### src/design/mi4_pkg.sv
// shared types, widths and index helpers for the 4x4 matrix inverse
package mi4_pkg;

    localparam int ELEM_W        = 32;
    localparam int NUM_ELEM      = 16;
    localparam int COF_W         = 100;  // exact 3x3 cofactor, signed
    localparam int DET_W         = 136;  // exact 4x4 determinant, signed
    localparam int MUL_W         = 33;   // signed multiplier operand width
    localparam int FRAC_BITS_DEF = 16;

    typedef logic [NUM_ELEM-1:0][ELEM_W-1:0] t_mat;

    typedef struct packed {
        logic valid;
        t_mat mat;
    } t_push;

    // index of the i-th row (or column) left after removing x
    function automatic logic [1:0] skip_idx(input logic [1:0] x, input logic [1:0] i);
        logic [1:0] r;
        begin
            r = (i < x) ? i : i + 2'd1;
            return r;
        end
    endfunction

    // column position taken from row i in term t of a 3x3 expansion
    function automatic logic [1:0] perm_col(input logic [2:0] t, input logic [1:0] i);
        logic [5:0] p;
        begin
            unique case (t)
                3'd0:    p = {2'd2, 2'd1, 2'd0};
                3'd1:    p = {2'd1, 2'd2, 2'd0};
                3'd2:    p = {2'd2, 2'd0, 2'd1};
                3'd3:    p = {2'd0, 2'd2, 2'd1};
                3'd4:    p = {2'd1, 2'd0, 2'd2};
                3'd5:    p = {2'd0, 2'd1, 2'd2};
                default: p = '0;
            endcase
            return p[2*i +: 2];
        end
    endfunction

    // odd permutations carry a minus sign
    function automatic logic perm_neg(input logic [2:0] t);
        return (t == 3'd1) || (t == 3'd2) || (t == 3'd5);
    endfunction

endpackage

### src/design/mi4_front.sv
// front end: collects sixteen entries and hands a full matrix to the queue
module mi4_front
    import mi4_pkg::*;
(
    input  logic              i_clk,
    input  logic              i_rst_n,
    input  logic              start,
    input  logic [ELEM_W-1:0] i_element_in,
    output logic              busy,
    output t_push             o_push,
    input  logic              i_push_ready
);

    t_mat       r_store;
    logic [3:0] r_cnt;
    logic       r_full;

    logic take;
    assign take = start && !r_full;
    assign busy = r_full;

    assign o_push.valid = r_full;
    assign o_push.mat   = r_store;

    always_ff @(posedge i_clk) begin
        if (!i_rst_n) begin
            r_cnt  <= '0;
            r_full <= 1'b0;
        end else begin
            if (take) begin
                r_cnt <= r_cnt + 4'd1;
                if (r_cnt == 4'd15) begin
                    r_full <= 1'b1;
                end
            end else if (r_full && i_push_ready) begin
                r_full <= 1'b0;
            end
        end
    end

    always_ff @(posedge i_clk) begin
        if (take) begin
            r_store[r_cnt] <= i_element_in;
        end
    end

endmodule

### config.mk
export PLATFORM = sky130hd
export DESIGN_NAME = mi4_front
export DESIGN_NICKNAME = d
export VERILOG_FILES = /design/src/design/mi4_pkg.sv /design/src/design/mi4_front.sv
export SDC_FILE = /design/constraint.sdc
export NUM_CORES = 1
export LEC_CHECK = 0
export ABC_AREA = 0
export ABC_CLOCK_PERIOD_IN_PS = 4400
export BUFFER_PORTS_ARGS = -buffer_cell sky130_fd_sc_hd__buf_4
export CELL_PAD_IN_SITES_DETAIL_PLACEMENT = 1
export CELL_PAD_IN_SITES_GLOBAL_PLACEMENT = 2
export CORE_MARGIN = 2
export CORE_UTILIZATION = 36
export DETAILED_ROUTE_END_ITERATION = 10
export GPL_ROUTABILITY_DRIVEN = 0
export GPL_TIMING_DRIVEN = 0
export PLACE_DENSITY_LB_ADDON = 0.12
export SETUP_SLACK_MARGIN = 0.1
export SLEW_MARGIN = 10
export SYNTH_ARGS = -nofsm -noshare
export SYNTH_HDL_FRONTEND = slang
export SYNTH_SLANG_ARGS = --single-unit
### constraint.sdc
create_clock -name i_clk -period 4.4 [get_ports i_clk]
set_input_delay 0.22 -clock i_clk [delete_from_list [all_inputs] [get_ports i_clk]]
set_output_delay 0.22 -clock i_clk [all_outputs]
set_load 0.005 [all_outputs]
# After elaboration in Yosys (flattened, before gate mapping)
# Cells that the tools add are included.
# Widths: inputs -> output; s select.
totals:
  in_bits: 36
  reg_bits: 517
  word_cells: 35
op_classes:
  eq_ne: 2
  n_lt_le_gt_ge: 2
  n_addsub: 1
  n_mux: 6
  reduce_logical: 6
op_table:
  columns: ["cell", "count"]
  rows:
  - ["$bwmux 512", 1]
  - ["$demux 32 s4", 1]
  - ["$mux 32", 1]
  - ["$lt 4x5->1 const B", 1]
  - ["$add 4x1->4 const B", 1]
  - ["$eq 4x4->1 const B", 1]
  - ["$ge 4x1->1 const B", 1]
  - ["$logic_and 1x1->1", 3]
  - ["$mux 1", 3]
  - ["$ne 2x1->1 const B", 1]
  - ["$reduce_and 2->1", 1]
  - ["$reduce_bool 2->1", 1]
  - ["$logic_not 1->1", 1]

# Depth between registers and ports, before layout
depth:
  depth_word: 5
  mapped_depth: 4
  depth_no_buf: 4

# Worst setup path after synthesis
# No wires, ideal clock.
synth_timing:
  path_type: "reg2reg"
  startpoint: "register r_full (netlist: busy)"
  endpoint: "register r_store, in the netlist o_push[0], enable pin"
  stages_incl_launch_ff: 5
  setup_ns: 0.461
  t_arrival_ns: 2.882
  setup_slack_ns: 1.057
  cell_sequence: "dfxtp_1 nor2b_4 buf_6 nand2_1 nor3_1"
synth_between:
  elab_chain_len: 2
synth_lines:
  columns: ["element", "line", "rtl"]
  rows:
  - ["start, declared", "mi4_front.sv:16", "logic r_full;"]
  - ["start signal, assigned", "mi4_front.sv:28", "r_full <= 1'b0;"]
  - ["start signal, assigned", "mi4_front.sv:33", "r_full <= 1'b1;"]
  - ["start signal, assigned", "mi4_front.sv:36", "r_full <= 1'b0;"]
  - ["$logic_not 1->1", "mi4_front.sv:19", "assign take = start && !r_full;"]
  - ["$logic_and 1x1->1", "mi4_front.sv:19", null]
  - ["end signal, assigned by index", "mi4_front.sv:43", "r_store[r_cnt] <= i_element_in;"]
  - ["end, declared", "mi4_front.sv:14", "t_mat r_store;"]
# Every way passes these cells.
# A chain may end at the register's enable or synchronous reset.

# Worst setup path after layout
layout_timing:
  startpoint: "register r_full (netlist: busy)"
  endpoint: "register r_store, in the netlist o_push[78], enable pin"
# Same word-level chain as after synthesis.

==> impl_metrics.py <==
metrics = {
    "logic_synthesis": {
        "yosys-top-cells-area": "edfxtp_1 (97%), dfxtp_1 (0.63%), ha_1 (0.40%)",
        "synth_cells": 565,
        "synthFlopType": "edfxtp_1",
        "syn-num-nets": 606,
        "synthAdderAreaFrac_pct": 0.396,
        "synth_largest_area_cell": "edfxtp_1",
        "ys_warn_count": 0,
        "synth_compound_area_share_pct": 0.0476,
        "synth_common_cells": "edfxtp_1 (512), nor2_1 (11), nand2_1 (6)",
        "synth_top_area_share_pct": 97.4,
        "synth-simple-area-share_pct": 1.05,
        "synthMuxAreaShare_pct": 0.127,
        "avgSynthCellArea_um2": 27.9,
        "yosysMostFrequentCell": "edfxtp_1",
        "ys_seq_area_share_pct": 98.0,
        "synth_top_family_by_area": "simple AND/OR/NAND/NOR gates",
        "syn-cell-area_um2": 15800,
        "synth-edff-count": 512,
        "synth_cell_types": 20,
        "async_flop_share_pct": 0,
        "synth-seq-cells": 517,
        "synth_xor_area_share_pct": 0.111,
    },
    "outcome": {
        "status": "complete, no violations",
    },
    "die": {
        "core_um2": 43200,
        "die-width_um": 213,
        "rows": 76,
        "dieArea_um2": 45500,
        "start_util_pct": 36.6,
        "chipHeight_um": 213,
        "ios": 550,
    },
    "worst_setup_path": {
        "start_kind": "flop",
        "worstSetupPathType": "reg2reg",
        "crit_path_max_fanout": 8,
        "end_kind": "flop",
        "required_ps": 4680,
        "ff2ff_path_depth": 7,
        "crit_arrival_ps": 2710,
    },
    "power_and_ir_drop": {
        "power.switching_mw": 1.97,
        "p_leak_nw": 8.67,
        "irDropWorstVdd_uv": 362,
        "power_frac_seq_pct": 55.2,
        "power.total_mw": 9.94,
        "swShare_pct": 19.8,
        "pwr-share-comb_pct": 3.0,
        "clockPowerShare_pct": 41.8,
        "internal-power_mw": 7.97,
        "powerDensity_nw_per_um2": 427,
    },
    "global_route": {
        "antenna_found_initial": 0,
        "grt_max_degree": 34,
        "grt-ovfl-total": 0,
        "grt_pass1_wl_mm": 67.1,
        "grt_usage_pct": 21.4,
        "grt_pass1_vias": 8710,
    },
    "finish": {
        "multiInputGateArea_um2": 377,
        "syn_to_final_growth_pct": 47.4,
        "final_nets": 1282,
        "layout-drive-gt1-share_pct": 52.7,
        "nFillCells": 3969,
        "design_area_um2": 23300,
        "n_antenna_cell": 0,
        "utilization_pct": 53.9,
        "instances_no_fill": 1865,
        "seq_area_um2": 15500,
    },
    "timing": {
        "tns_ps": 0,
        "fmax_ghz": 0.413,
        "rsz0062_at_grt": "false",
        "hold_viol_final": 0,
        "skew_ps": 17.3,
        "slew_headroom_pct": 45.7,
        "worst_pin_slew_ps": 813,
        "fin_crit_ps": 2420,
        "slew_viol_final": 0,
        "finalCritPeriodShare_pct": 55.1,
        "fin_ws_ps": 1980,
        "setup_viol_count_final": 0,
        "whs_ps": 87.6,
    },
    "run": {
        "cap_violations": 0,
    },
    "clock_network": {
        "cts_buffers": 53,
        "cts_max_level": 2,
        "cts_setup_buffers": 0,
        "clk_pin_slew_ps": 60,
        "clk_path_buf_depth": 3,
        "cts_sinks": 517,
        "cts_tree": "done",
        "root_buffer": "clkbuf_16",
        "cts-resized-gates": 0,
        "clkLatencyLatePin_ps": 580,
    },
    "min_path": {
        "hp-class": "in2reg",
        "whs_path_depth": 4,
    },
    "routing": {
        "viasPerCell": 4.57,
        "drtAntennaViolNets": 0,
        "finalWirelength_mm": 50.3,
        "num_vias": 8523,
        "first_pass_iters": 7,
        "route.detailed.drc": 0,
        "wl_per_cell_um": 27.0,
        "drt_iter0_drc": 525,
    },
    "placement": {
        "numPlacedInstances": 1737,
        "portBuffers": 549,
        "place_ws_ps": 1970,
        "dp_hpwl_mm": 35.6,
        "placed_cell_area_um2": 21400,
    },
}
==> worst paths after layout <==
check,slack [ps],from,to
min,90,start,r_cnt[2]
max,1980,busy,o_push[78]
max reg2reg,1980,busy,o_push[78]
min reg2reg,620,r_cnt[0],r_cnt[3]
==> sequential cells by signal (all words and copies together), names as in the netlist <==
signal  count
r_cnt       4
busy        1
o_push    512
==> cells by family (layout without fill, tap and decap cells) <==
group	after synthesis	count (layout)
compound gates	1	1
xor+xnor	2	2
fa+ha+maj	5	5
buf+inv	6	721
flops	517	517
mux	2	2
simple gates	32	32
==> cell type report <==
class / instances / area share [%]
repair buffers: 621 / 21.8
multi-input cells: 42 / 1.62
inverters: 2 / 0.0323
flip-flops and latches: 517 / 66.5
clock buffers: 66 / 5.91
clock inverters: 28 / 0.887
well taps: 585 / 3.14
plain buffers: 4 / 0.134
==> critical path: stages (launching register included) <==
cell and delay (ps):
dfxtp_1 400, nor2b_4 140, buf_6 130, nand2_1 220, nor3_2 640, buf_6 220
buf_4 180, buf_4 180
==> power by group through the flow <==
stage          Sequential (mW)  Combinational [mW]  Clock [mW]
2_1_floorplan             5.61              0.0337           0
3_3_place_gp              5.61               0.241           0
3_5_place_dp              5.60               0.278           0
4_1_cts                   5.49               0.302        4.25
5_1_grt                   5.49               0.319        4.40
6_report                  5.49               0.295        4.16
==> timing repair <==
action                     4_1_cts  5_1_grt
hold endpoints to repair       517        0
hold buffers                    34        0
setup endpoints to repair        0        0
==> routing by layer <==
layer  wire, um  GRT usage (%)  up-vias
li1           -              -     3631
met1      18400           24.6     4435
met2      26100           37.6      373
met3       4000           6.63       84
met4       1790           8.21        0
met5          0              0        -
==> placed cells by master (no fill, tap or decap), types with 6 or more instances in the layout <==
master         instances
clkinv_1              15
nand2_1                6
buf_4                558
clkbuf_16             53
buf_12                 7
buf_16                 9
nor2_4                11
dlygate4sd3_1         34
clkinv_2               7
edfxtp_1             512
buf_6                 16
clkbuf_1              13
Note: power is estimated with default switching activity, not from simulation.
