--- config.mk ---
export PLATFORM = sky130hd
export DESIGN_NAME = mi4_queue
export DESIGN_NICKNAME = d
export VERILOG_FILES = /design/src/design/mi4_pkg.sv /design/src/design/mi4_queue.sv
export SDC_FILE = /design/constraint.sdc
export NUM_CORES = 1
export LEC_CHECK = 0
export BUFFER_PORTS_ARGS = -buffer_cell sky130_fd_sc_hd__buf_4
export CAP_MARGIN = 40
export CORE_AREA = 2 2 406 408
export DETAILED_ROUTE_END_ITERATION = 10
export DIE_AREA = 0 0 408 410
export SLEW_MARGIN = 10
export SYNTH_ARGS = -nofsm -noshare
export SYNTH_HDL_FRONTEND = slang
export SYNTH_SLANG_ARGS = --single-unit
--- constraint.sdc ---
create_clock -name i_clk -period 7.7 [get_ports i_clk]
set_input_delay 1.54 -clock i_clk [delete_from_list [all_inputs] [get_ports i_clk]]
set_output_delay 1.54 -clock i_clk [all_outputs]
set_load 0.01 [all_outputs]
--- src/design/mi4_pkg.sv ---
// shared types, widths and index helpers for the 4x4 matrix inverse
package mi4_pkg;

    localparam int ELEM_W        = 32;
    localparam int NUM_ELEM      = 16;
    localparam int COF_W         = 100;  // exact 3x3 cofactor, signed
    localparam int DET_W         = 136;  // exact 4x4 determinant, signed
    localparam int MUL_W         = 33;   // signed multiplier operand width
    localparam int FRAC_BITS_DEF = 16;

    typedef logic [NUM_ELEM-1:0][ELEM_W-1:0] t_mat;

    typedef struct packed {
        logic valid;
        t_mat mat;
    } t_push;

    // index of the i-th row (or column) left after removing x
    function automatic logic [1:0] skip_idx(input logic [1:0] x, input logic [1:0] i);
        logic [1:0] r;
        begin
            r = (i < x) ? i : i + 2'd1;
            return r;
        end
    endfunction

    // column position taken from row i in term t of a 3x3 expansion
    function automatic logic [1:0] perm_col(input logic [2:0] t, input logic [1:0] i);
        logic [5:0] p;
        begin
            unique case (t)
                3'd0:    p = {2'd2, 2'd1, 2'd0};
                3'd1:    p = {2'd1, 2'd2, 2'd0};
                3'd2:    p = {2'd2, 2'd0, 2'd1};
                3'd3:    p = {2'd0, 2'd2, 2'd1};
                3'd4:    p = {2'd1, 2'd0, 2'd2};
                3'd5:    p = {2'd0, 2'd1, 2'd2};
                default: p = '0;
            endcase
            return p[2*i +: 2];
        end
    endfunction

    // odd permutations carry a minus sign
    function automatic logic perm_neg(input logic [2:0] t);
        return (t == 3'd1) || (t == 3'd2) || (t == 3'd5);
    endfunction

endpackage

--- src/design/mi4_queue.sv ---
// one-matrix hand-off slot between loader and solver
module mi4_queue
    import mi4_pkg::*;
(
    input  logic  i_clk,
    input  logic  i_rst_n,
    input  t_push i_push,
    output logic  o_push_ready,
    output logic  o_valid,
    output t_mat  o_mat,
    input  logic  i_pop
);

    logic r_valid;
    t_mat r_mat;

    assign o_push_ready = !r_valid;
    assign o_valid      = r_valid;
    assign o_mat        = r_mat;

    always_ff @(posedge i_clk) begin
        if (!i_rst_n) begin
            r_valid <= 1'b0;
        end else if (i_pop) begin
            r_valid <= 1'b0;
        end else if (i_push.valid && !r_valid) begin
            r_valid <= 1'b1;
        end
    end

    always_ff @(posedge i_clk) begin
        if (i_push.valid && !r_valid) begin
            r_mat <= i_push.mat;
        end
    end

endmodule

Word level (Yosys, flattened, before mapping)
Index checks and enable logic that the tools add are counted.
{ "classes": {"add_sub_neg": 0, "mul": 0, "n_div": 0, "magnitude_cmp": 0, "n_eq_ne": 0, "shifts": 0, "n_mux": 0, "bitwise_logic": 1, "n_reduce_logical": 3} }
{ "ops": {"columns": ["cell", "count"], "rows": [
  ["$reduce_or 2->1", 1],
  ["$logic_and 1x1->1", 1],
  ["$logic_not 1->1", 1],
  ["$not 1->1", 1]
]} }
{ "word_totals": {"ff_bits": 513, "latch_bits": 0, "mem_bits_rw": 0, "mem_bits_ro": 0, "inputBits": 516, "output_inout_bits": 514, "wordCells": 21, "memories": 0} }

Depth between registers and ports, before layout
Gate-level depths: netlist of run 1.
{ "depth": {"ltp_word": 2, "mapped_depth": 2, "ltp_nobuf": 2} }

Worst setup path after synthesis of run 1
No wires, ideal clock.
{ "synth_path": {"kind": "input port to flip-flop", "start": "input port i_push[512] (netlist bit)", "end": "register r_mat (netlist bit o_mat[0]), enable pin", "setup_ns": 0.656, "t_arrival_ns": 7.459, "required_ns": 7.044, "path_slack_ns": -0.415, "cell_stages": 1, "path_buffers": 0, "path_cell_list": "and2b_2"} }
{ "synth_via": {"elab_chain_len": 1} }
{ "synth_lines": {"columns": ["element", "line", "source"], "rows": [
  ["from (decl)", "mi4_queue.sv:7", "input t_push i_push,"],
  ["$logic_and 1x1->1", "mi4_queue.sv:32", "if (i_push.valid && !r_valid) begin"],
  ["to (signal assigned)", "mi4_queue.sv:33", "r_mat <= i_push.mat;"],
  ["to (decl)", "mi4_queue.sv:15", "t_mat r_mat;"]
]} }
No other way between the ends.
A chain may end at the register's enable or synchronous reset.

Worst setup path in the final report of run 1
{ "layout_path": {"start": "register r_valid, in the netlist o_valid", "end": "output port o_push_ready"} }
{ "layout_via": {"elab_chain_len": 1} }
{ "layout_lines": {"columns": ["element", "line", "source"], "rows": [
  ["from (decl)", "mi4_queue.sv:14", "logic r_valid;"],
  ["from (signal assigned)", "mi4_queue.sv:23", "r_valid <= 1'b0;"],
  ["from (signal assigned)", "mi4_queue.sv:25", "r_valid <= 1'b0;"],
  ["from (signal assigned)", "mi4_queue.sv:27", "r_valid <= 1'b1;"],
  ["$logic_not 1->1", "mi4_queue.sv:17", "assign o_push_ready = !r_valid;"],
  ["to (decl)", "mi4_queue.sv:8", "output logic o_push_ready,"]
]} }
No other way between the ends.

==> results of run 1 <==
cells by family after synthesis:
family        count (synthesis)  share of synthesized area [%]
flops                       513                          99.81
simple gates                  3                         0.1622
buf+inv                       1                        0.02431
layer usage:
metal,vias up,track usage [%],wire length [µm]
met1,5290,12.14,34880
met4,134,4.227,3712
met3,278,9.398,17260
met2,743,18.49,47430
li1,4368,-,-
met5,-,0,866
stage by stage:
| stage | total power [W] | util [%] | std cells | instance area (µm²) | setup WS [ps] |
|---|---|---|---|---|---|
| 2_1_floorplan | 0.003531 | - | 517 | 15420 | 1671 |
| 3_3_place_gp | 0.004100 | 15.88 | 3742 | 25970 | 3904 |
| 3_5_place_dp | 0.004109 | 15.88 | 3742 | 25970 | 3853 |
| 4_1_cts | 0.007371 | 17.20 | 3863 | 28120 | 4514 |
| 5_1_grt | 0.007466 | 17.22 | 3866 | 28160 | 4528 |
| 6_report | 0.007192 | 17.24 | 3878 | 28190 | 4598 |
worst paths after layout:
kind,end,cells after the start,slack (ps)
setup / recovery,o_push_ready,2,4600
hold reg to reg,o_valid,2,750
setup reg to reg,o_mat[93],3,5150
hold / removal,o_valid,2,750
layout by cell type (no fill, tap or decap), types with 2 or more instances in the layout:
cell,Yosys,layout
diode_2,0,14
clkinvlp_4,0,3
buf_12,0,2
bufinv_16,0,6
clkbuf_1,0,11
clkbuf_16,0,68
clkinv_1,0,13
inv_6,0,7
clkinv_2,0,8
buf_4,0,1034
edfxtp_1,512,512
clkinv_4,0,3
flip-flops by register name, summed over array words and instances, names as in the netlist:
signal	cells
o_valid	1
o_mat	512
tightest hold or removal path: cells and delay by family (launching register included):
family / cells / cell delay [ps]
flip-flops: 1 / 440
AND/OR/NAND/NOR: 2 / 270
area by class of cell:
class / instances / area share, %
multi-input combinational: 3 / 0.09322
timing repair buffer: 1037 / 27.78
clock buffer: 79 / 6.183
sequential: 513 / 54.62
inverter: 1 / 0.01332
clock inverter: 42 / 1.474
antenna: 14 / 0.1243
tap: 2189 / 9.717
power groups by stage:
stage | logic [W] | clock network, W | registers, W
2_1_floorplan | 0.0000489 | 0 | 0.00348
3_3_place_gp | 0.000713 | 0 | 0.00339
3_5_place_dp | 0.000719 | 0 | 0.00339
4_1_cts | 0.000720 | 0.00332 | 0.00333
5_1_grt | 0.000731 | 0.00339 | 0.00335
6_report | 0.000696 | 0.00316 | 0.00333
synthesized netlist by cell type:
cell type  number  area (µm²)
nor2_1          1       3.750
nor3b_2         1       12.51
and2b_2         1       8.760
edfxtp_1      512       15370
dfxtp_1         1       20.02
inv_1           1       3.750
==> flow_summary_export.csv, run 1 <==
group,metric,value,unit
drt,num_vias,10810,
sta,grt_setup_unrepaired,"no",
critical_path,cp_slowest_cell,"dfxtp_1",
global_routing,antenna_found_initial,125,
critical_path,critPathMaxFanout,4,
power,p_sw_share,24.06,%
critical_path,crit_buf_inv,2,
drt,drt_pass1_iterations,4,
global_routing,grt_start_max_net_pins,144,
cts,post_cts_resize_count,0,
sta,drv_slew,0,
worst_hold_path,hold_class,"reg -> reg",
drt,vias_per_cell,2.788,
logic_synthesis,seq_area_frac_synth,99.81,%
sta,clock-skew-final,16.98,ps
critical_path,critical_path_required,6160,ps
drt,remaining_drc_errors,0,
cts,cts.clk_slew.worst_paths,50,ps
floorplan,core_region_area,163500,µm²
cells_and_area,number_of_filler_instances_in_the_final_layout,17820,
cells_and_area,nNetsFinal,2140,
sta,final.setup.tns,0,ps
logic_synthesis,post_synth.cell_area_avg,29.83,µm²
outcome,outcome,"complete, no violations",
drt,antenna_violating_nets_post_route,0,
power,share_clk_of_total_power,44.0,%
power,peakVddDrop,0.1609,mV
cts,clockBufferDepth,3,
floorplan,die_width,408,µm
floorplan,ioPinCount,1030,
drt,drt-wirelength-per-cell,26.86,µm
floorplan,floorplan.die_area,167300,µm²
cells_and_area,share_of_cells_above_drive_strength_1,67.82,%
cells_and_area,register_area,15390,µm²
critical_path,crit_type,"reg -> out",
run,cap_viol_max_count,0,
global_routing,grt_overflow,0,
worst_hold_path,worst_hold_startpoint,"o_valid",
global_routing,total_track_usage,11.97,%
critical_path,critical-path-top-delay-family,"flip-flops",
sta,fin_worst_hold_slack,750.2,ps
power,power.sequential.fraction,46.4,%
cts,clock-sinks,513,
critical_path,critical_path.startpoint,"o_valid",
sta,worst-slew-pin-transition,982.3,ps
logic_synthesis,synth_fp_nets,1033,
cells_and_area,footprint_of_the_multi_input_gates,26.28,µm²
logic_synthesis,postSynthCellCount,517,
critical_path,endpoint_kind,"primary output",
power,power.density_cell_area,255.1,nW/µm²
floorplan,row_count,149,
global_routing,first_global_vias,10590,
placed_design,gp_congestion,0.8998,
sta,hold_viol_final,0,
drt,drt_iter0_markers,778,
critical_path,cp_cell_sequence,"inv_1, buf_4",
global_routing,grt_first_pass_wirelength,125100,µm
logic_synthesis,synth.lib_cells_used.distinct,6,
cts,clk_latency,660,ps
floorplan,floorplan.initialDensity,9.433,%
cts,cts_setup_buffers,0,
cts,root_buf_cell,"clkbuf_16",
sta,timing.final.setup_violations,0,
placed_design,place.port_buffers,1029,
power,switchingPower,0.001731,W
critical_path,startpoint_type,"flop",
cts,cts_max_level,3,
sta,relSlewSlack,34.51,%
cts,tritoncts,"built",
sta,fmax,322.3,MHz
cts,cts.hold.buffers_added,0,
logic_synthesis,ys.warnings.count,0,
logic_synthesis,ys_seq_elements,513,
critical_path,cp.arrival,1560,ps
power,share_comb_of_total_power,9.7,%
placed_design,dp.final_hpwl,88970,µm
critical_path,r2r_start,"o_valid",
critical_path,cpPeakStageDelay,580,ps
floorplan,dieHeight,410,µm
power,power.static_leakage,11.02,nW
power,p_int,0.005461,W
logic_synthesis,synth.cell_area,15420,µm²
cts,numCtsBuffers,68,
drt,detail_route.wirelength,104100,µm
sta,period_share,40.29,%
cells_and_area,synthToLayoutAreaGrowth,82.75,%
sta,timing.final.crit_period,3102,ps
No activity file was read; power rests on OpenSTA's default activity.
==> inputs of run 2 (changes only) <==
==> constraint.sdc (replaced) <==
create_clock -name i_clk -period 2.5 [get_ports i_clk]
set_input_delay 0.5 -clock i_clk [delete_from_list [all_inputs] [get_ports i_clk]]
set_output_delay 0.5 -clock i_clk [all_outputs]
set_load 0.01 [all_outputs]
==> run 2 against run 1 <==
Effect of this change: cell count rose by 13%; register-to-register slack lost 4500 ps; via count grew 19%; routed wire length up 5.9%; worst hold slack lost 700 ps; global-route usage grew 0.58 points; sequential share of layout area is 8.4 points lower; flip-flop and latch count stayed put; die area stayed put; clock power increased to 3.0 times the previous value; cell area up 18%.
==> flow_summary_export.csv, run 2 (synthesis gave the netlist of run 1 again) <==
group,metric,value,unit
outcome,outcome,"complete, no violations",
sta,timing.final.setup_violations,0,
critical_path,startpoint_type,"flop",
drt,vias_per_cell,2.929,
drt,num_vias,12860,
floorplan,floorplan.initialDensity,9.433,%
cells_and_area,register_area,15390,µm²
cts,root_buf_cell,"clkbuf_16",
global_routing,grt_start_max_net_pins,98,
cells_and_area,nNetsFinal,2644,
worst_hold_path,whs_endpoint,"o_mat[464]",
cells_and_area,footprint_of_the_multi_input_gates,26.28,µm²
drt,detail_route.wirelength,110300,µm
cts,cts_max_level,2,
global_routing,grt_first_pass_wirelength,136000,µm
cells_and_area,fin_util,20.38,%
floorplan,core_region_area,163500,µm²
run,cap_viol_max_count,0,
drt,drt-wirelength-per-cell,25.13,µm
sta,relSlewSlack,58.72,%
worst_hold_path,worst_hold_startpoint,"i_push[464]",
worst_hold_path,hold_class,"in -> reg",
cells_and_area,synthToLayoutAreaGrowth,116.0,%
sta,worst-slew-pin-transition,619.2,ps
cts,clock-sinks,513,
cells_and_area,most_common_cell_after_layout_fill_and_taps_aside,"buf_4",
floorplan,row_count,149,
sta,grt_setup_unrepaired,"no",
critical_path,critical-path-top-delay-family,"flip-flops",
cts,post_cts_resize_count,0,
power,power.static_leakage,13.16,nW
global_routing,total_track_usage,12.55,%
cts,clk_latency,690,ps
sta,fin_worst_hold_slack,50.31,ps
cts,tritoncts,"built",
critical_path,crit_buf_inv,1,
floorplan,floorplan.die_area,167300,µm²
cts,clockBufferDepth,3,
critical_path,worst-r2r-setup-slack,690,ps
critical_path,crit_type,"reg -> out",
drt,antenna_violating_nets_post_route,0,
placed_design,place.port_buffers,1029,
cells_and_area,number_of_filler_instances_in_the_final_layout,17370,
critical_path,cp.arrival,1480,ps
critical_path,endpoint_kind,"primary output",
floorplan,die_width,408,µm
floorplan,ioPinCount,1030,
critical_path,reg2reg_to,"o_mat[364]",
cts,cts.clk_slew.worst_paths,60,ps
critical_path,ff2ff_path_depth,3,
critical_path,critical_path_required,2000,ps
global_routing,first_global_vias,12900,
critical_path,critPathMaxFanout,1,
global_routing,grt_overflow,0,
drt,drt_pass1_iterations,4,
worst_hold_path,timing.hold.worst_path_depth,1,
drt,remaining_drc_errors,0,
critical_path,r2r_start,"o_valid",
sta,drv_slew,0,
drt,drt_iter0_markers,989,
global_routing,antenna_found_initial,58,
placed_design,dp.final_hpwl,91140,µm
critical_path,cp_cell_sequence,"buf_4",
cells_and_area,top_library_cells_by_usage_in_the_layout_fill_and_taps_aside,"buf_4 (1,042), edfxtp_1 (512), dlygate4sd3_1 (497)",
critical_path,critical_path_cell_count,1,
power,peakVddDrop,0.5665,mV
floorplan,dieHeight,410,µm
sta,timing.final.crit_period,1984,ps
critical_path,cp_slowest_cell,"edfxtp_1",
placed_design,gp_congestion,0.9135,
power,power.density_cell_area,688.2,nW/µm²
cts,numCtsBuffers,61,
sta,clock-skew-final,28.15,ps
cells_and_area,largest_register_ff_count,512,
sta,hold_viol_final,0,
sta,fmax,504.0,MHz
sta,period_share,79.37,%
sta,final.setup.tns,0,ps
cells_and_area,share_of_cells_above_drive_strength_1,52.87,%
critical_path,cpPeakStageDelay,560,ps
## run 2: cell count changes in the layout (fill, tap and decap cells not counted), moves of 2 or more
cell           previous run  this run
bufinv_16                 6         8
clkinvlp_4                3         5
clkbuf_16                68        62
clkinv_4                  3         5
dlygate4sd3_1             0       497
inv_8                     0         3
buf_12                    2         9
diode_2                  14        21
clkinv_16                 0         2
clkbuf_1                 11         4
buf_4                  1034      1042
clkinv_1                 13        11
## run 2: how the worst max path moves through the flow
| stage | start | to | slack (ps) |
|---|---|---|---|
| after floorplan | i_push[512] | o_mat[0] | -2490 |
| after global placement | i_push[512] | o_mat[323] | 520 |
| after detailed placement | i_push[512] | o_mat[448] | 500 |
| after CTS | o_valid | o_push_ready | 450 |
| after global routing | o_valid | o_push_ready | 420 |
| final | o_mat[52] | o_mat[52] | 520 |
## run 2: stage by stage
stage | worst slack [ps] | power (W) | area (µm²) | instances
6_report | 515.8 | 0.02293 | 33310 | 4389
5_1_grt | 421.6 | 0.02372 | 33290 | 4379
4_1_cts | 454.3 | 0.02331 | 33260 | 4368
3_5_place_dp | 502.9 | 0.01288 | 26170 | 3757
3_3_place_gp | 522.7 | 0.01288 | 26170 | 3757
2_1_floorplan | -2489 | 0.01088 | 15420 | 517
## run 2: metal layers
layer / part of all wire (%) / wire, µm / track usage, %
met5: 0.24 / 260 / 0
met2: 48 / 52400 / 20.56
met1: 39 / 43050 / 14.92
met4: 2.9 / 3239 / 3.838
met3: 10 / 11340 / 5.149
## run 2: power breakdown
part	switching (W)	internal (W)	total, W
sequential	0.000300	0.0101	0.0104
clock	0.00411	0.00542	0.00953
combinational	0.00138	0.00163	0.00301
## run 2: final cells by class
class,count,area share (%)
sequential,513,46.21
timing repair buffer,1548,38.96
tap,2189,8.222
clock buffer,66,4.702
clock inverter,48,1.660
antenna,21,0.1577
multi-input combinational,3,0.07887
inverter,1,0.01127
## run 2: repair_timing
action,in CTS,in global routing
endpoints found under the hold margin,497,0
setup buffers,0,0
hold buffers,497,0
